--- src/rtl/vrfst_pkg.sv ---
`timescale 1ns / 1ps
// Shared types, constants and helper functions for the video register block.
// Used by vrfst_ctrl, vrfst_dp and video_register_file_scroll_timing.
package vrfst_pkg;

  localparam int NT_BYTES  = 2048;
  localparam int PAT_BYTES = 8192;
  localparam int SPR_BYTES = 256;
  localparam int NT_AW     = $clog2(NT_BYTES);
  localparam int PAT_AW    = $clog2(PAT_BYTES);
  localparam int SPR_AW    = $clog2(SPR_BYTES);

  localparam logic [10:0] DOTS_PER_LINE = 11'd341;
  localparam logic [8:0]  LINE_VBLANK   = 9'd241;
  localparam logic [8:0]  LINE_PRE      = 9'd261;
  localparam logic [8:0]  LINE_VISIBLE  = 9'd240;
  localparam logic [13:0] PAL_BASE      = 14'h3F00;
  localparam logic [13:0] NT_BASE       = 14'h2000;

  localparam logic [1:0] OP_WRITE  = 2'd0;
  localparam logic [1:0] OP_READ   = 2'd1;
  localparam logic [1:0] OP_ELAPSE = 2'd2;

  localparam logic [2:0] REG_CTRL   = 3'd0;
  localparam logic [2:0] REG_MASK   = 3'd1;
  localparam logic [2:0] REG_STATUS = 3'd2;
  localparam logic [2:0] REG_OAMA   = 3'd3;
  localparam logic [2:0] REG_OAMD   = 3'd4;
  localparam logic [2:0] REG_SCROLL = 3'd5;
  localparam logic [2:0] REG_ADDR   = 3'd6;
  localparam logic [2:0] REG_DATA   = 3'd7;

  localparam logic CFG_MIRROR   = 1'b0;
  localparam logic CFG_PAT_WR   = 1'b1;

  localparam logic [1:0] MIR_LOWER = 2'd0;
  localparam logic [1:0] MIR_UPPER = 2'd1;
  localparam logic [1:0] MIR_VERT  = 2'd2;
  localparam logic [1:0] MIR_HORZ  = 2'd3;

  typedef struct packed {
    logic [1:0] operation;
    logic [2:0] register_index;
    logic [7:0] write_data;
    logic [7:0] cpu_cycles;
  } in_item_t;

  typedef struct packed {
    logic [7:0]  read_data;
    logic        nmi_request;
    logic        frame_done;
    logic [1:0]  mapper_clocks;
    logic [14:0] vram_address;
    logic [2:0]  fine_scroll;
    logic [8:0]  line_number;
  } out_item_t;

  typedef struct packed {
    logic capture;
    logic clear;
    logic exec;
    logic rd_done;
    logic line;
    logic finish;
  } dp_cmd_t;

  typedef struct packed {
    logic       clear_last;
    logic       line_due;
    logic       out_busy;
    logic [1:0] operation;
  } dp_status_t;

  function automatic logic [NT_AW-1:0] nt_index(input logic [1:0] mode,
                                                input logic [13:0] a);
    logic page;
    case (mode)
      MIR_UPPER: page = 1'b1;
      MIR_VERT:  page = a[10];
      MIR_HORZ:  page = a[11];
      default:   page = 1'b0;
    endcase
    return NT_AW'({page, a[9:0]});
  endfunction

  function automatic logic [4:0] pal_index(input logic [13:0] a);
    logic [4:0] i;
    i = a[4:0];
    if (i[4] && i[1:0] == 2'b00) i[4] = 1'b0;
    return i;
  endfunction

  function automatic logic [14:0] next_row(input logic [14:0] v);
    logic [14:0] r;
    logic [4:0]  y;
    r = v;
    if (v[14:12] != 3'b111) begin
      r[14:12] = v[14:12] + 3'd1;
    end else begin
      y = v[9:5];
      r[14:12] = 3'b000;
      if (y == 5'd29) begin
        y = 5'd0;
        r[11] = ~r[11];
      end else if (y == 5'd31) begin
        y = 5'd0;
      end else begin
        y = y + 5'd1;
      end
      r[9:5] = y;
    end
    return r;
  endfunction

endpackage

--- src/rtl/vrfst_ctrl.sv ---
`timescale 1ns / 1ps
// Sequencer for the video register block: clearing pass, per-item steps, result handoff.
// Depends on vrfst_pkg.
module vrfst_ctrl import vrfst_pkg::*; (
  input  logic       clk,
  input  logic       rst,
  input  logic       in_valid,
  output logic       in_stall,
  input  dp_status_t status,
  output dp_cmd_t    cmd
);

  typedef enum logic [2:0] {
    S_CLEAR, S_IDLE, S_EXEC, S_READ, S_LINE, S_FINISH
  } state_t;

  state_t state;

  assign in_stall = (state != S_IDLE);

  always_comb begin
    cmd = '0;
    cmd.capture = (state == S_IDLE) && in_valid;
    cmd.clear   = (state == S_CLEAR);
    cmd.exec    = (state == S_EXEC);
    cmd.rd_done = (state == S_READ);
    cmd.line    = (state == S_LINE) && status.line_due;
    cmd.finish  = (state == S_FINISH) && !status.out_busy;
  end

  always_ff @(posedge clk) begin
    if (rst) begin
      state <= S_CLEAR;
    end else begin
      case (state)
        S_CLEAR: if (status.clear_last) state <= S_IDLE;
        S_IDLE:  if (in_valid) state <= S_EXEC;
        S_EXEC: begin
          case (status.operation)
            OP_READ:   state <= S_READ;
            OP_ELAPSE: state <= S_LINE;
            default:   state <= S_FINISH;
          endcase
        end
        S_READ:   state <= S_FINISH;
        S_LINE:   if (!status.line_due) state <= S_FINISH;
        S_FINISH: if (!status.out_busy) state <= S_IDLE;
        default:  state <= S_CLEAR;
      endcase
    end
  end

endmodule

--- config.mk ---
export PLATFORM = sky130hd
export DESIGN_NAME = vrfst_ctrl
export DESIGN_NICKNAME = d
export VERILOG_FILES = /design/src/rtl/vrfst_pkg.sv /design/src/rtl/vrfst_ctrl.sv
export SDC_FILE = /design/constraint.sdc
export NUM_CORES = 1
export LEC_CHECK = 0
export BUFFER_PORTS_ARGS = -buffer_cell sky130_fd_sc_hd__buf_2
export CORE_AREA = 3 3 40 42
export CTS_BUF_LIST = sky130_fd_sc_hd__clkbuf_16
export CTS_CLUSTER_SIZE = 30
export DETAILED_ROUTE_END_ITERATION = 12
export DIE_AREA = 0 0 43 45
export GPL_ROUTABILITY_DRIVEN = 0
export GPL_TIMING_DRIVEN = 0
export PLACE_DENSITY = 0.45
export SLEW_MARGIN = 20
export SYNTH_ARGS = -nofsm -noshare
export SYNTH_HDL_FRONTEND = slang
export SYNTH_SLANG_ARGS = --single-unit
export TNS_END_PERCENT = 50
--- constraint.sdc ---
create_clock -name clk -period 1.5 [get_ports clk]
set_input_delay 0.15 -clock clk [delete_from_list [all_inputs] [get_ports clk]]
set_output_delay 0.15 -clock clk [all_outputs]
set_load 0.05 [all_outputs]
==> results of run 1 <==
## synth_stat cells, drive strengths merged
master	count	area (sq um)
nand2	1	3.75
o32ai	1	8.76
a31oi	1	6.26
and3	1	6.26
or4	1	7.51
a211o	1	8.76
buf	2	12.5
nand3b	1	7.51
nand3	1	5.00
dfxtp	3	60.1
nand2b	2	12.5
clkbuf	1	3.75
or3b	1	8.76
nor3b	3	22.5
o21ai	1	5.00
inv	2	7.50
and2	2	12.5
o22ai	1	6.26
mux2i	1	10.0
nor3	3	20.0
mux2	1	15.0
a21oi	1	5.00
or3	1	6.26
nor4bb	1	10.0
## layout make-up
| type | count | share of cell area |
|---|---|---|
| multi-input combinational | 26 | 0.425 |
| timing repair buffer | 15 | 0.186 |
| clock buffer | 3 | 0.153 |
| sequential | 3 | 0.122 |
| buffer | 3 | 0.0534 |
| tap | 15 | 0.0382 |
| inverter | 2 | 0.0153 |
| clock inverter | 1 | 0.00763 |
## routing by layer
layer	global-route usage	part of all wire	up-vias
li1	-	-	167
met1	0.0983	0.45	142
met2	0.117	0.45	12
met3	0.0319	0.074	2
met4	0.0904	0.025	0
met5	0	0	-
## where the power goes
group          leakage [nW]  switching, mW  internal [mW]  total, mW
clock                0.0423         0.0768          0.344      0.421
combinational         0.163          0.156          0.103      0.259
sequential           0.0246        0.00852         0.0905     0.0990
## worst max-delay path, stage by stage, from the launching register on
cell	delay, ns
sky130_fd_sc_hd__dfxtp_1	0.34
sky130_fd_sc_hd__buf_4	0.18
sky130_fd_sc_hd__nand2b_1	0.16
sky130_fd_sc_hd__nor3_1	0.15
sky130_fd_sc_hd__buf_4	0.23
## layout by cell type (no fill, tap or decap), drive strengths merged
cell,synthesis,final
a211o,1,1
a21oi,1,1
a31oi,1,1
and2,2,2
and3,1,1
buf,2,17
clkbuf,1,4
dfxtp,3,3
inv,2,3
mux2,1,1
mux2i,1,1
nand2,1,1
nand2b,2,2
nand3,1,1
nand3b,1,1
nor3,3,3
nor3b,3,3
nor4bb,1,1
o21ai,1,1
o22ai,1,1
o32ai,1,1
or3,1,1
or3b,1,1
or4,1,1
## per-stage QoR
stage / setup TNS (ns) / power (mW) / std cells / utilization / area [sq um]
2_1_floorplan: -0.562 / 0.271 / 34 / - / 277
3_3_place_gp: 0 / 0.324 / 63 / 0.284 / 365
3_5_place_dp: 0 / 0.319 / 63 / 0.284 / 365
4_1_cts: -0.0360 / 0.755 / 67 / 0.360 / 463
5_1_grt: -0.00514 / 0.812 / 68 / 0.383 / 492
6_report: 0 / 0.779 / 68 / 0.383 / 492
## how the worst max path moves through the flow
stage | start | to | slack [ns] | depth (start not counted)
after floorplan | state[1]$_SDFFE_PP0P_ | cmd[0] | -0.36 | 3
after global placement | state[0]$_SDFFE_PP0P_ | cmd[5] | 0.06 | 4
after detailed placement | state[0]$_SDFFE_PP0P_ | cmd[5] | 0.06 | 4
after CTS | state[0]$_SDFFE_PP0P_ | cmd[5] | -0.04 | 4
after global routing | state[0]$_SDFFE_PP0P_ | cmd[5] | -0.005 | 4
final | state[1]$_SDFFE_PP0P_ | cmd[0] | 0.07 | 4
## cell families (layout without fill, tap and decap cells)
group	after synthesis	after routing	synth area share
flip-flops	3	3	0.221
AO/OA/AOI/OAI	6	6	0.147
AND/OR/NAND/NOR	18	18	0.452
buffers and inverters	5	24	0.0875
multiplexers	2	2	0.0922
## repair_timing
item,in CTS,in global routing
gates resized for setup,6,9
setup endpoints to repair,6,5
hold buffers,0,0
setup buffers,0,1
==> summary.log, run 1 <==
[finish] number of nets in the layout 62
[cts] clock tree from TritonCTS built
[route] sum of routed wire length over all layers 798 um
[timing] Fmax achieved 0.700 GHz
[floorplan] Core Region 1280 sq um
[finish] Layout fillers 137
[synthesis] syn_nets 42
[power] Max IR drop VDD 0.448 mV
[flow_run] max-capacitance violation count 0
[route] detailed-route via count 323
[setup_path] depth of the worst register-to-register path 5
[timing] max_slew headroom 0.821
[setup_path] Worst Path Required 1.35 ns
[synthesis] FF+latch count, synth 3
[route] number of DRC markers after the initial detailed-route iteration 4
[global_routing] pin count of the biggest net entering global routing 11
[hold_path] Hold Crit Start rst
[setup_path] launch point of the worst reg-to-reg path state[0]$_SDFFE_PP0P_
[synthesis] total number of yosys warnings 0
[setup_path] r2r setup slk 0.27 ns
[floorplan] ports placed on the boundary 15
[global_routing] global-route usage over all layers 0.0856
[route] count of antenna-violating nets left after detailed routing 0
[setup_path] WS Path Type reg -> out
[timing] setup slack after layout 0.0722 ns
[finish] register with the highest flop count state
[cts] clock network latency to the later pin of the worst-skew pair 0.23 ns
[floorplan] die footprint 1940 sq um
[synthesis] count of mapped cells out of synthesis 34
[setup_path] crit path max fanout 10
[floorplan] initial cell density of the core 0.211
[run_status] outcome complete, no violations
[synthesis] synthesized area per cell 7.99 sq um
[floorplan] number of core rows 13
[cts] number of levels the H-tree was split into 1
[cts] clock edge transition at the registers on the reported setup and hold paths 0.03 ns
[finish] footprint of the flip-flops and latches 60.1 sq um
[timing] Slew @ Worst Pin 0.265 ns
[setup_path] arrival time reported for the critical path endpoint 1.28 ns
[setup_path] critical path endpoint category output port
[placed_design] Detail Placement HPWL 536 um
[route] via density per instance 4.75
[timing] worst-case hold slack 0.178 ns
[cts] Root Buffer Master sky130_fd_sc_hd__clkbuf_16
[finish] max reg flops 3
[finish] P&R area growth vs syn 81.1%
[placed_design] Port Buf Inserts 14
[cts] Num CTS Buffers 3
[timing] final setup violating endpoints 0
[power] PD cells 1580 nW/um^2
[finish] proportion of layout cells with a drive suffix above 1 0.509
[synthesis] number of unique standard cell types used by synthesis 27
[finish] largest registers state: 3 flops
[timing] worst clock skew 0.00225 ns
[hold_path] kind of path behind the tightest hold check in -> reg
[hold_path] Hold Path Cell Cnt 2
[route] DR DRC count 0
[synthesis] sequential element share of the synthesized area 0.221
[global_routing] first-pass GRT wire length 1150 um
[global_routing] overflow left after global routing 0
[route] Routed wire per std cell 11.7 um
[synthesis] Synth Cell Area 272 sq um
[global_routing] number of global-route vias before repair 282
[route] Detailed Routing Iterations Pass 1 4
[power] Leakage 0.230 nW
[finish] area used by multi-input combinational logic 209 sq um
[cts] maximum clock path buffer count 2
[timing] Final Slew Violations 0
[setup_path] category of the worst setup path launch point register
[floorplan] vertical die dimension 45 um
[timing] clock period minus worst slack 1.43 ns
[setup_path] capturing point of the worst reg2reg path state[0]$_SDFFE_PP0P_
[hold_path] end of the worst hold path state[0]$_SDFFE_PP0P_
[floorplan] die width 43 um
[global_routing] initial antenna violation count 0
[finish] number of antenna cells inserted 0
[timing] share of the clock period used by the worst path 0.952
[timing] Fin. Hold Viols 0
[placed_design] worst slack at placement 0.0641 ns
[cts] clock sinks 3
Power figures use the tool's default switching activity.
==> inputs of run 2 (changes only) <==
Settings changed: MAX_ROUTING_LAYER set to met4, PLACE_DENSITY 0.45 to 0.46.
Clock period 1.5 ns to 1.2 ns, I/O delays scaled along.
==> run 2 against run 1 <==
  * The run now ends with setup timing left
  * Sequential power grew 28%
  * Flip-flop and latch count is the same
  * Combinational power grew 81%
  * Setup slack lost 0.23 ns
  * Final cell count grew 12%
  * Clock skew shrank 0.0016 ns
==> summary.log, run 2 (synthesis gave the netlist of run 1 again) <==
[power] Leakage 0.299 nW [was 0.230 nW]
[floorplan] vertical die dimension 45 um [unchanged]
[power] PD cells 1670 nW/um^2 [was 1580 nW/um^2]
[global_routing] initial antenna violation count 0 [unchanged]
[finish] register with the highest flop count state [unchanged]
[cts] number of levels the H-tree was split into 1 [unchanged]
[placed_design] post-place instance area 402 sq um [was 365 sq um]
[global_routing] global-route usage over all layers 0.102 [was 0.0856]
[timing] share of the clock period used by the worst path 1.13
[timing] clock period minus worst slack 1.36 ns
[route] number of DRC markers after the initial detailed-route iteration 5 [was 4]
[hold_path] Hold Path Cell Cnt 2 [unchanged]
[route] count of antenna-violating nets left after detailed routing 0 [unchanged]
[floorplan] number of core rows 13 [unchanged]
[hold_path] Hold Crit Start rst [unchanged]
[finish] max reg flops 3 [unchanged]
[route] DR DRC count 0 [unchanged]
[global_routing] pin count of the biggest net entering global routing 8 [was 11]
[cts] clock tree from TritonCTS built [unchanged]
[finish] largest registers state: 3 flops [unchanged]
[setup_path] capturing point of the worst reg2reg path state[0]$_SDFFE_PP0P_ [unchanged]
[timing] unrepaired setup endpoints after global routing true
[global_routing] number of global-route vias before repair 354 [was 282]
[timing] final setup violating endpoints 10 [was 0]
[route] Detailed Routing Iterations Pass 1 4 [unchanged]
[cts] clock network latency to the later pin of the worst-skew pair 0.22 ns [was 0.23 ns]
[placed_design] number of instances in the placed design 63 [unchanged]
[cts] Num CTS Buffers 3 [unchanged]
[finish] number of antenna cells inserted 0 [unchanged]
[setup_path] crit path max fanout 7 [was 10]
[placed_design] Detail Placement HPWL 574 um [was 536 um]
[timing] max_slew headroom 0.828 [was 0.821]
[cts] clock edge transition at the registers on the reported setup and hold paths 0.03 ns [about the same]
[route] sum of routed wire length over all layers 968 um [was 798 um]
[floorplan] die width 43 um [unchanged]
[setup_path] depth of the worst register-to-register path 4 [was 5]
[route] via density per instance 4.66 [was 4.75]
[setup_path] critical path endpoint category output port [unchanged]
[setup_path] Worst Path Required 1.08 ns [was 1.35 ns]
[setup_path] arrival time reported for the critical path endpoint 1.24 ns [was 1.28 ns]
[setup_path] r2r setup slk -0.09 ns [was 0.27 ns]
[timing] worst-case hold slack 0.148 ns [was 0.178 ns]
[setup_path] launch point of the worst reg-to-reg path state[0]$_SDFFE_PP0P_ [unchanged]
[cts] clock sinks 3 [unchanged]
[floorplan] Core Region 1280 sq um [unchanged]
[finish] proportion of layout cells with a drive suffix above 1 0.738 [was 0.509]
[run_status] outcome finished, violations left [was complete, no violations]
[setup_path] category of the worst setup path launch point register [unchanged]
[timing] Final Slew Violations 0 [unchanged]
[finish] number of nets in the layout 70 [was 62]
[floorplan] ports placed on the boundary 15 [unchanged]
[placed_design] Port Buf Inserts 14 [unchanged]
[finish] P&R area growth vs syn 144% [was 81.1%]
[finish] non-filler instance count after layout 76 [was 68]
[cts] Root Buffer Master sky130_fd_sc_hd__clkbuf_16 [unchanged]
[power] Max IR drop VDD 1.11 mV [was 0.448 mV]
[cts] maximum clock path buffer count 2 [unchanged]
[hold_path] end of the worst hold path state[0]$_SDFFE_PP0P_ [unchanged]
[timing] setup slack after layout -0.155 ns [was 0.0722 ns]
[finish] most common cell after layout, fill and taps aside sky130_fd_sc_hd__buf_4 [was sky130_fd_sc_hd__buf_2]
[global_routing] first-pass GRT wire length 1460 um [was 1150 um]
[floorplan] initial cell density of the core 0.211 [unchanged]
[finish] top library cells by usage in the layout, fill and taps aside sky130_fd_sc_hd__buf_4 (9), sky130_fd_sc_hd__buf_6 (7), sky130_fd_sc_hd__buf_2 (7), sky130_fd_sc_hd__nor3b_4 (3), sky130_fd_sc_hd__clkbuf_16 (3) [was sky130_fd_sc_hd__buf_2 (10), sky130_fd_sc_hd__buf_4 (5), sky130_fd_sc_hd__clkbuf_16 (3), sky130_fd_sc_hd__dfxtp_1 (3)]
[timing] worst clock skew 0.000681 ns [was 0.00225 ns]
[timing] Fmax achieved 0.738 GHz
[hold_path] kind of path behind the tightest hold check in -> reg [unchanged]
[route] Routed wire per std cell 12.7 um [was 11.7 um]
[finish] post-route cell area 663 sq um [was 492 sq um]
[flow_run] max-capacitance violation count 0 [unchanged]
[global_routing] overflow left after global routing 0 [unchanged]
[timing] Slew @ Worst Pin 0.255 ns [was 0.265 ns]
[timing] Fin. Hold Viols 0 [unchanged]
[route] detailed-route via count 354 [was 323]
[setup_path] WS Path Type reg -> out [unchanged]
[run_status] violated checks setup timing
[floorplan] die footprint 1940 sq um [unchanged]
==> run 2: cell types whose count changed in the layout (fill, tap and decap cells not counted), moves of 3 or more <==
cell and change:
sky130_fd_sc_hd__buf_2 -3, sky130_fd_sc_hd__buf_4 +4, sky130_fd_sc_hd__buf_6 +5, sky130_fd_sc_hd__dfxtp_1 -3
==> run 2: cell type report <==
type                            count  area (sq um)
Multi-Input combinational cell     26           267
Buffer                              3          36.3
Timing Repair Buffer               23           189
Fill cell                         132           622
Tap cell                           15          18.8
Inverter                            2          7.51
Sequential cell                     3          66.3
Clock inverter                      1          3.75
Clock buffer                        3          75.1
==> run 2: where the power goes <==
group	switching, mW	total, mW	leakage (nW)	internal (mW)
sequential	0.0122	0.127	0.0260	0.115
clock	0.0845	0.514	0.0423	0.429
combinational	0.241	0.468	0.231	0.228
total	0.338	1.11	0.299	0.772
==> run 2: what timing repair did <==
action | 4_1_cts | 5_1_grt
gates resized for setup | 29 | 4
endpoints found under the setup margin | 8 | 10
setup buffers | 6 | 3
hold buffers | 0 | 0
pin swaps | 2 | 3
==> run 2: how the worst max path moves through the flow <==
stage                          startpoint      to  slack (ns)  cells after the start
global route        state[0]$_SDFFE_PP0P_  cmd[5]       -0.20                      4
finish              state[1]$_SDFFE_PP0P_  cmd[1]       -0.16                      4
global placement    state[0]$_SDFFE_PP0P_  cmd[5]       -0.30                      4
CTS                 state[0]$_SDFFE_PP0P_  cmd[5]       -0.14                      4
floorplan           state[0]$_SDFFE_PP0P_  cmd[5]       -0.08                      3
detailed placement  state[0]$_SDFFE_PP0P_  cmd[5]       -0.30                      4
==> run 2: per-stage QoR <==
stage | power [mW] | utilization | worst slack (ns) | TNS [ns]
2_1_floorplan | 0.369 | - | -0.0821 | -0.165
3_5_place_dp | 0.433 | 0.313 | -0.298 | -0.683
4_1_cts | 1.09 | 0.488 | -0.139 | -0.750
5_1_grt | 1.16 | 0.516 | -0.197 | -1.31
3_3_place_gp | 0.436 | 0.313 | -0.299 | -0.707
6_report | 1.11 | 0.516 | -0.155 | -0.896
==> run 2: per-layer routing <==
metal | global-route usage | vias up | routed length (um)
met2 | 0.186 | 7 | 519
li1 | - | 181 | -
met4 | 0.0361 | 0 | 0
met5 | - | - | 0
met3 | 0.0159 | 0 | 40
met1 | 0.114 | 166 | 409
==> run 2: critical path, stage by stage (launching register included) <==
cell and delay, ns:
sky130_fd_sc_hd__dfxtp_4 0.35, sky130_fd_sc_hd__clkbuf_8 0.16, sky130_fd_sc_hd__nor3b_4 0.20, sky130_fd_sc_hd__and2_4 0.17, sky130_fd_sc_hd__buf_8 0.13
==> inputs of run 3 (changes only) <==
Settings changed: PLACE_DENSITY 0.46 to unset.
==> run 3 against run 2 <==
  * Via count up 5.4%
  * The run still ends with setup timing left
  * Register-to-register slack gained 0.03 ns
  * Clock power rose by 1%
  * Power increased by 5.0%
  * Global-route usage grew 1.7 points
  * Sequential share of layout area decreased by 0.73 points
  * Critical endpoint is now cmd[5]
  * Setup slack got worse by 0.019 ns
  * Non-clock buffer count rose by 4
  * Sequential power about the same
  * Utilization is 3.0 points higher
  * Final cell count up 5.3%
  * Clock skew rose by 0.00051 ns
==> summary.log, run 3 (synthesis gave the netlist of run 1 again) <==
[run_status] outcome finished, violations left [unchanged]
[run_status] violated checks setup timing [unchanged]
[cts] Root Buffer Master sky130_fd_sc_hd__clkbuf_16 [unchanged]
[finish] number of antenna cells inserted 0 [unchanged]
[route] Detailed Routing Iterations Pass 1 4 [unchanged]
[timing] Fin. Hold Viols 0 [unchanged]
[setup_path] crit path max fanout 8 [was 7]
[power] Max IR drop VDD 0.582 mV [was 1.11 mV]
[hold_path] Hold Crit Start rst [unchanged]
[setup_path] capturing point of the worst reg2reg path state[1]$_SDFFE_PP0P_ [was state[0]$_SDFFE_PP0P_]
[cts] post-cts hold buffer count 0 [unchanged]
[floorplan] die footprint 1940 sq um [unchanged]
[setup_path] worst path bufs/invs 2 [unchanged]
[cts] Num CTS Buffers 3 [unchanged]
[cts] clock tree from TritonCTS built [unchanged]
[route] via density per instance 4.66 [about the same]
[setup_path] category of the worst setup path launch point register [unchanged]
[finish] max reg flops 3 [unchanged]
[global_routing] overflow left after global routing 0 [unchanged]
[power] Leakage 0.321 nW [was 0.299 nW]
[floorplan] Core Region 1280 sq um [unchanged]
[finish] number of nets in the layout 74 [was 70]
[finish] proportion of layout cells with a drive suffix above 1 0.785 [was 0.738]
[timing] Final TNS setup -0.890 ns [was -0.896 ns]
[setup_path] depth of the worst register-to-register path 3 [was 4]
[setup_path] WS Path Type reg -> out [unchanged]
[placed_design] Port Buf Inserts 14 [unchanged]
[timing] Slew @ Worst Pin 0.326 ns [was 0.255 ns]
[global_routing] first-pass GRT wire length 1640 um [was 1460 um]
[setup_path] r2r setup slk -0.06 ns [was -0.09 ns]
[cts] clock sinks 3 [unchanged]
[setup_path] Worst Path Required 1.08 ns [about the same]
[global_routing] global-route usage over all layers 0.119 [was 0.102]
[hold_path] kind of path behind the tightest hold check in -> reg [unchanged]
[setup_path] family of cells with the greatest summed delay on the critical path simple AND/OR/NAND/NOR gates [unchanged]
[route] count of antenna-violating nets left after detailed routing 0 [unchanged]
[route] number of DRC markers after the initial detailed-route iteration 5 [unchanged]
[cts] clock network latency to the later pin of the worst-skew pair 0.22 ns [about the same]
[global_routing] initial antenna violation count 0 [unchanged]
[floorplan] die width 43 um [unchanged]
[finish] P&R area growth vs syn 159% [was 144%]
[floorplan] initial cell density of the core 0.211 [unchanged]
[timing] max_slew headroom 0.780 [was 0.828]
[hold_path] end of the worst hold path state[0]$_SDFFE_PP0P_ [unchanged]
[setup_path] slowest library cell on the worst path sky130_fd_sc_hd__dfxtp_2 [was sky130_fd_sc_hd__dfxtp_4]
[timing] clock period minus worst slack 1.37 ns [was 1.36 ns]
[timing] unrepaired setup endpoints after global routing true [unchanged]
[finish] register with the highest flop count state [unchanged]
[cts] number of levels the H-tree was split into 1 [unchanged]
[global_routing] number of global-route vias before repair 377 [was 354]
[setup_path] chain of cells forming the critical path buf_6, nor3b_4, and2_4, buf_8 [was clkbuf_8, nor3b_4, and2_4, buf_8]
[finish] largest registers state: 3 flops [unchanged]
[route] Routed wire per std cell 13.5 um [was 12.7 um]
[setup_path] critical path endpoint category output port [unchanged]
[hold_path] Hold Path Cell Cnt 2 [unchanged]
[timing] share of the clock period used by the worst path 1.15 [was 1.13]
[timing] Final Slew Violations 0 [unchanged]
[power] PD cells 1660 nW/um^2 [was 1670 nW/um^2]
[power] post-layout total power 1.16 mW [was 1.11 mW]
[cts] clock edge transition at the registers on the reported setup and hold paths 0.03 ns [about the same]
[floorplan] ports placed on the boundary 15 [unchanged]
[floorplan] number of core rows 13 [unchanged]
[timing] setup slack after layout -0.174 ns [was -0.155 ns]
[setup_path] arrival time reported for the critical path endpoint 1.25 ns [was 1.24 ns]
[finish] top library cells by usage in the layout, fill and taps aside sky130_fd_sc_hd__buf_4 (12), sky130_fd_sc_hd__buf_6 (8), sky130_fd_sc_hd__buf_2 (7), sky130_fd_sc_hd__buf_8 (3), sky130_fd_sc_hd__clkbuf_16 (3) [was sky130_fd_sc_hd__buf_4 (9), sky130_fd_sc_hd__buf_6 (7), sky130_fd_sc_hd__buf_2 (7), sky130_fd_sc_hd__nor3b_4 (3), sky130_fd_sc_hd__clkbuf_16 (3)]
[flow_run] max-capacitance violation count 0 [unchanged]
[setup_path] delay contributed by the slowest stage of the critical path 0.33 ns [was 0.35 ns]
[cts] maximum clock path buffer count 2 [unchanged]
[setup_path] launch point of the worst reg-to-reg path state[0]$_SDFFE_PP0P_ [unchanged]
[timing] Fmax achieved 0.728 GHz [was 0.738 GHz]
[floorplan] vertical die dimension 45 um [unchanged]
[finish] most common cell after layout, fill and taps aside sky130_fd_sc_hd__buf_4 [unchanged]
[timing] worst clock skew 0.00119 ns [was 0.000681 ns]
[global_routing] pin count of the biggest net entering global routing 10 [was 8]
[route] DR DRC count 0 [unchanged]
[route] detailed-route via count 373 [was 354]
[timing] final setup violating endpoints 9 [was 10]
[route] sum of routed wire length over all layers 1080 um [was 968 um]
==> run 3: cell types whose count changed in the layout (fill, tap and decap cells not counted), sizes merged <==
| cell | previous run | this run |
|---|---|---|
| buf | 25 | 30 |
| clkbuf | 4 | 3 |
==> run 3: layer usage <==
layer  part of all wire  vias up  GRT usage
li1                   -      188          -
met1               0.44      170      0.156
met2               0.51       15      0.177
met3              0.053        0     0.0120
met4                  0        0     0.0723
met5                  0        -          -
==> run 3: repair_timing <==
action / in CTS / in global routing
setup endpoints to repair: 8 / 10
pin swaps: 6 / 5
buffers inserted: 9 / 4
resized for setup: 26 / 9
==> run 3: where the power goes <==
group | switching, mW | internal [mW]
Sequential | 0.0123 | 0.114
Clock | 0.0908 | 0.430
Combinational | 0.258 | 0.259
==> run 3: how the worst max path moves through the flow <==
stage | startpoint | end | slack, ns | cells after the start
after floorplan | state[0]$_SDFFE_PP0P_ | cmd[5] | -0.08 | 3
after global placement | state[0]$_SDFFE_PP0P_ | cmd[5] | -0.29 | 4
after detailed placement | state[0]$_SDFFE_PP0P_ | cmd[5] | -0.32 | 4
after CTS | state[0]$_SDFFE_PP0P_ | cmd[5] | -0.14 | 4
after global routing | state[0]$_SDFFE_PP0P_ | cmd[5] | -0.22 | 4
final | state[0]$_SDFFE_PP0P_ | cmd[5] | -0.17 | 4
==> run 3: area by class of cell <==
cell class	count	area, sq um
well taps	15	18.8
clock buffers	3	75.1
clock inverters	1	3.75
multi-input cells	26	272
fillers	118	583
plain buffers	3	37.5
flip-flops and latches	3	65.1
inverters	2	7.51
repair buffers	27	223
==> run 3: through the flow <==
step	utilization	instance area, sq um	setup WS, ns	instances	hold slack [ns]
finish	0.546	702	-0.174	80	0.164
global route	0.546	702	-0.218	80	0.166
CTS	0.493	633	-0.143	76	0.128
detailed placement	0.313	402	-0.316	63	0.364
global placement	0.313	402	-0.291	63	0.376
floorplan	-	313	-0.0821	34	0.238
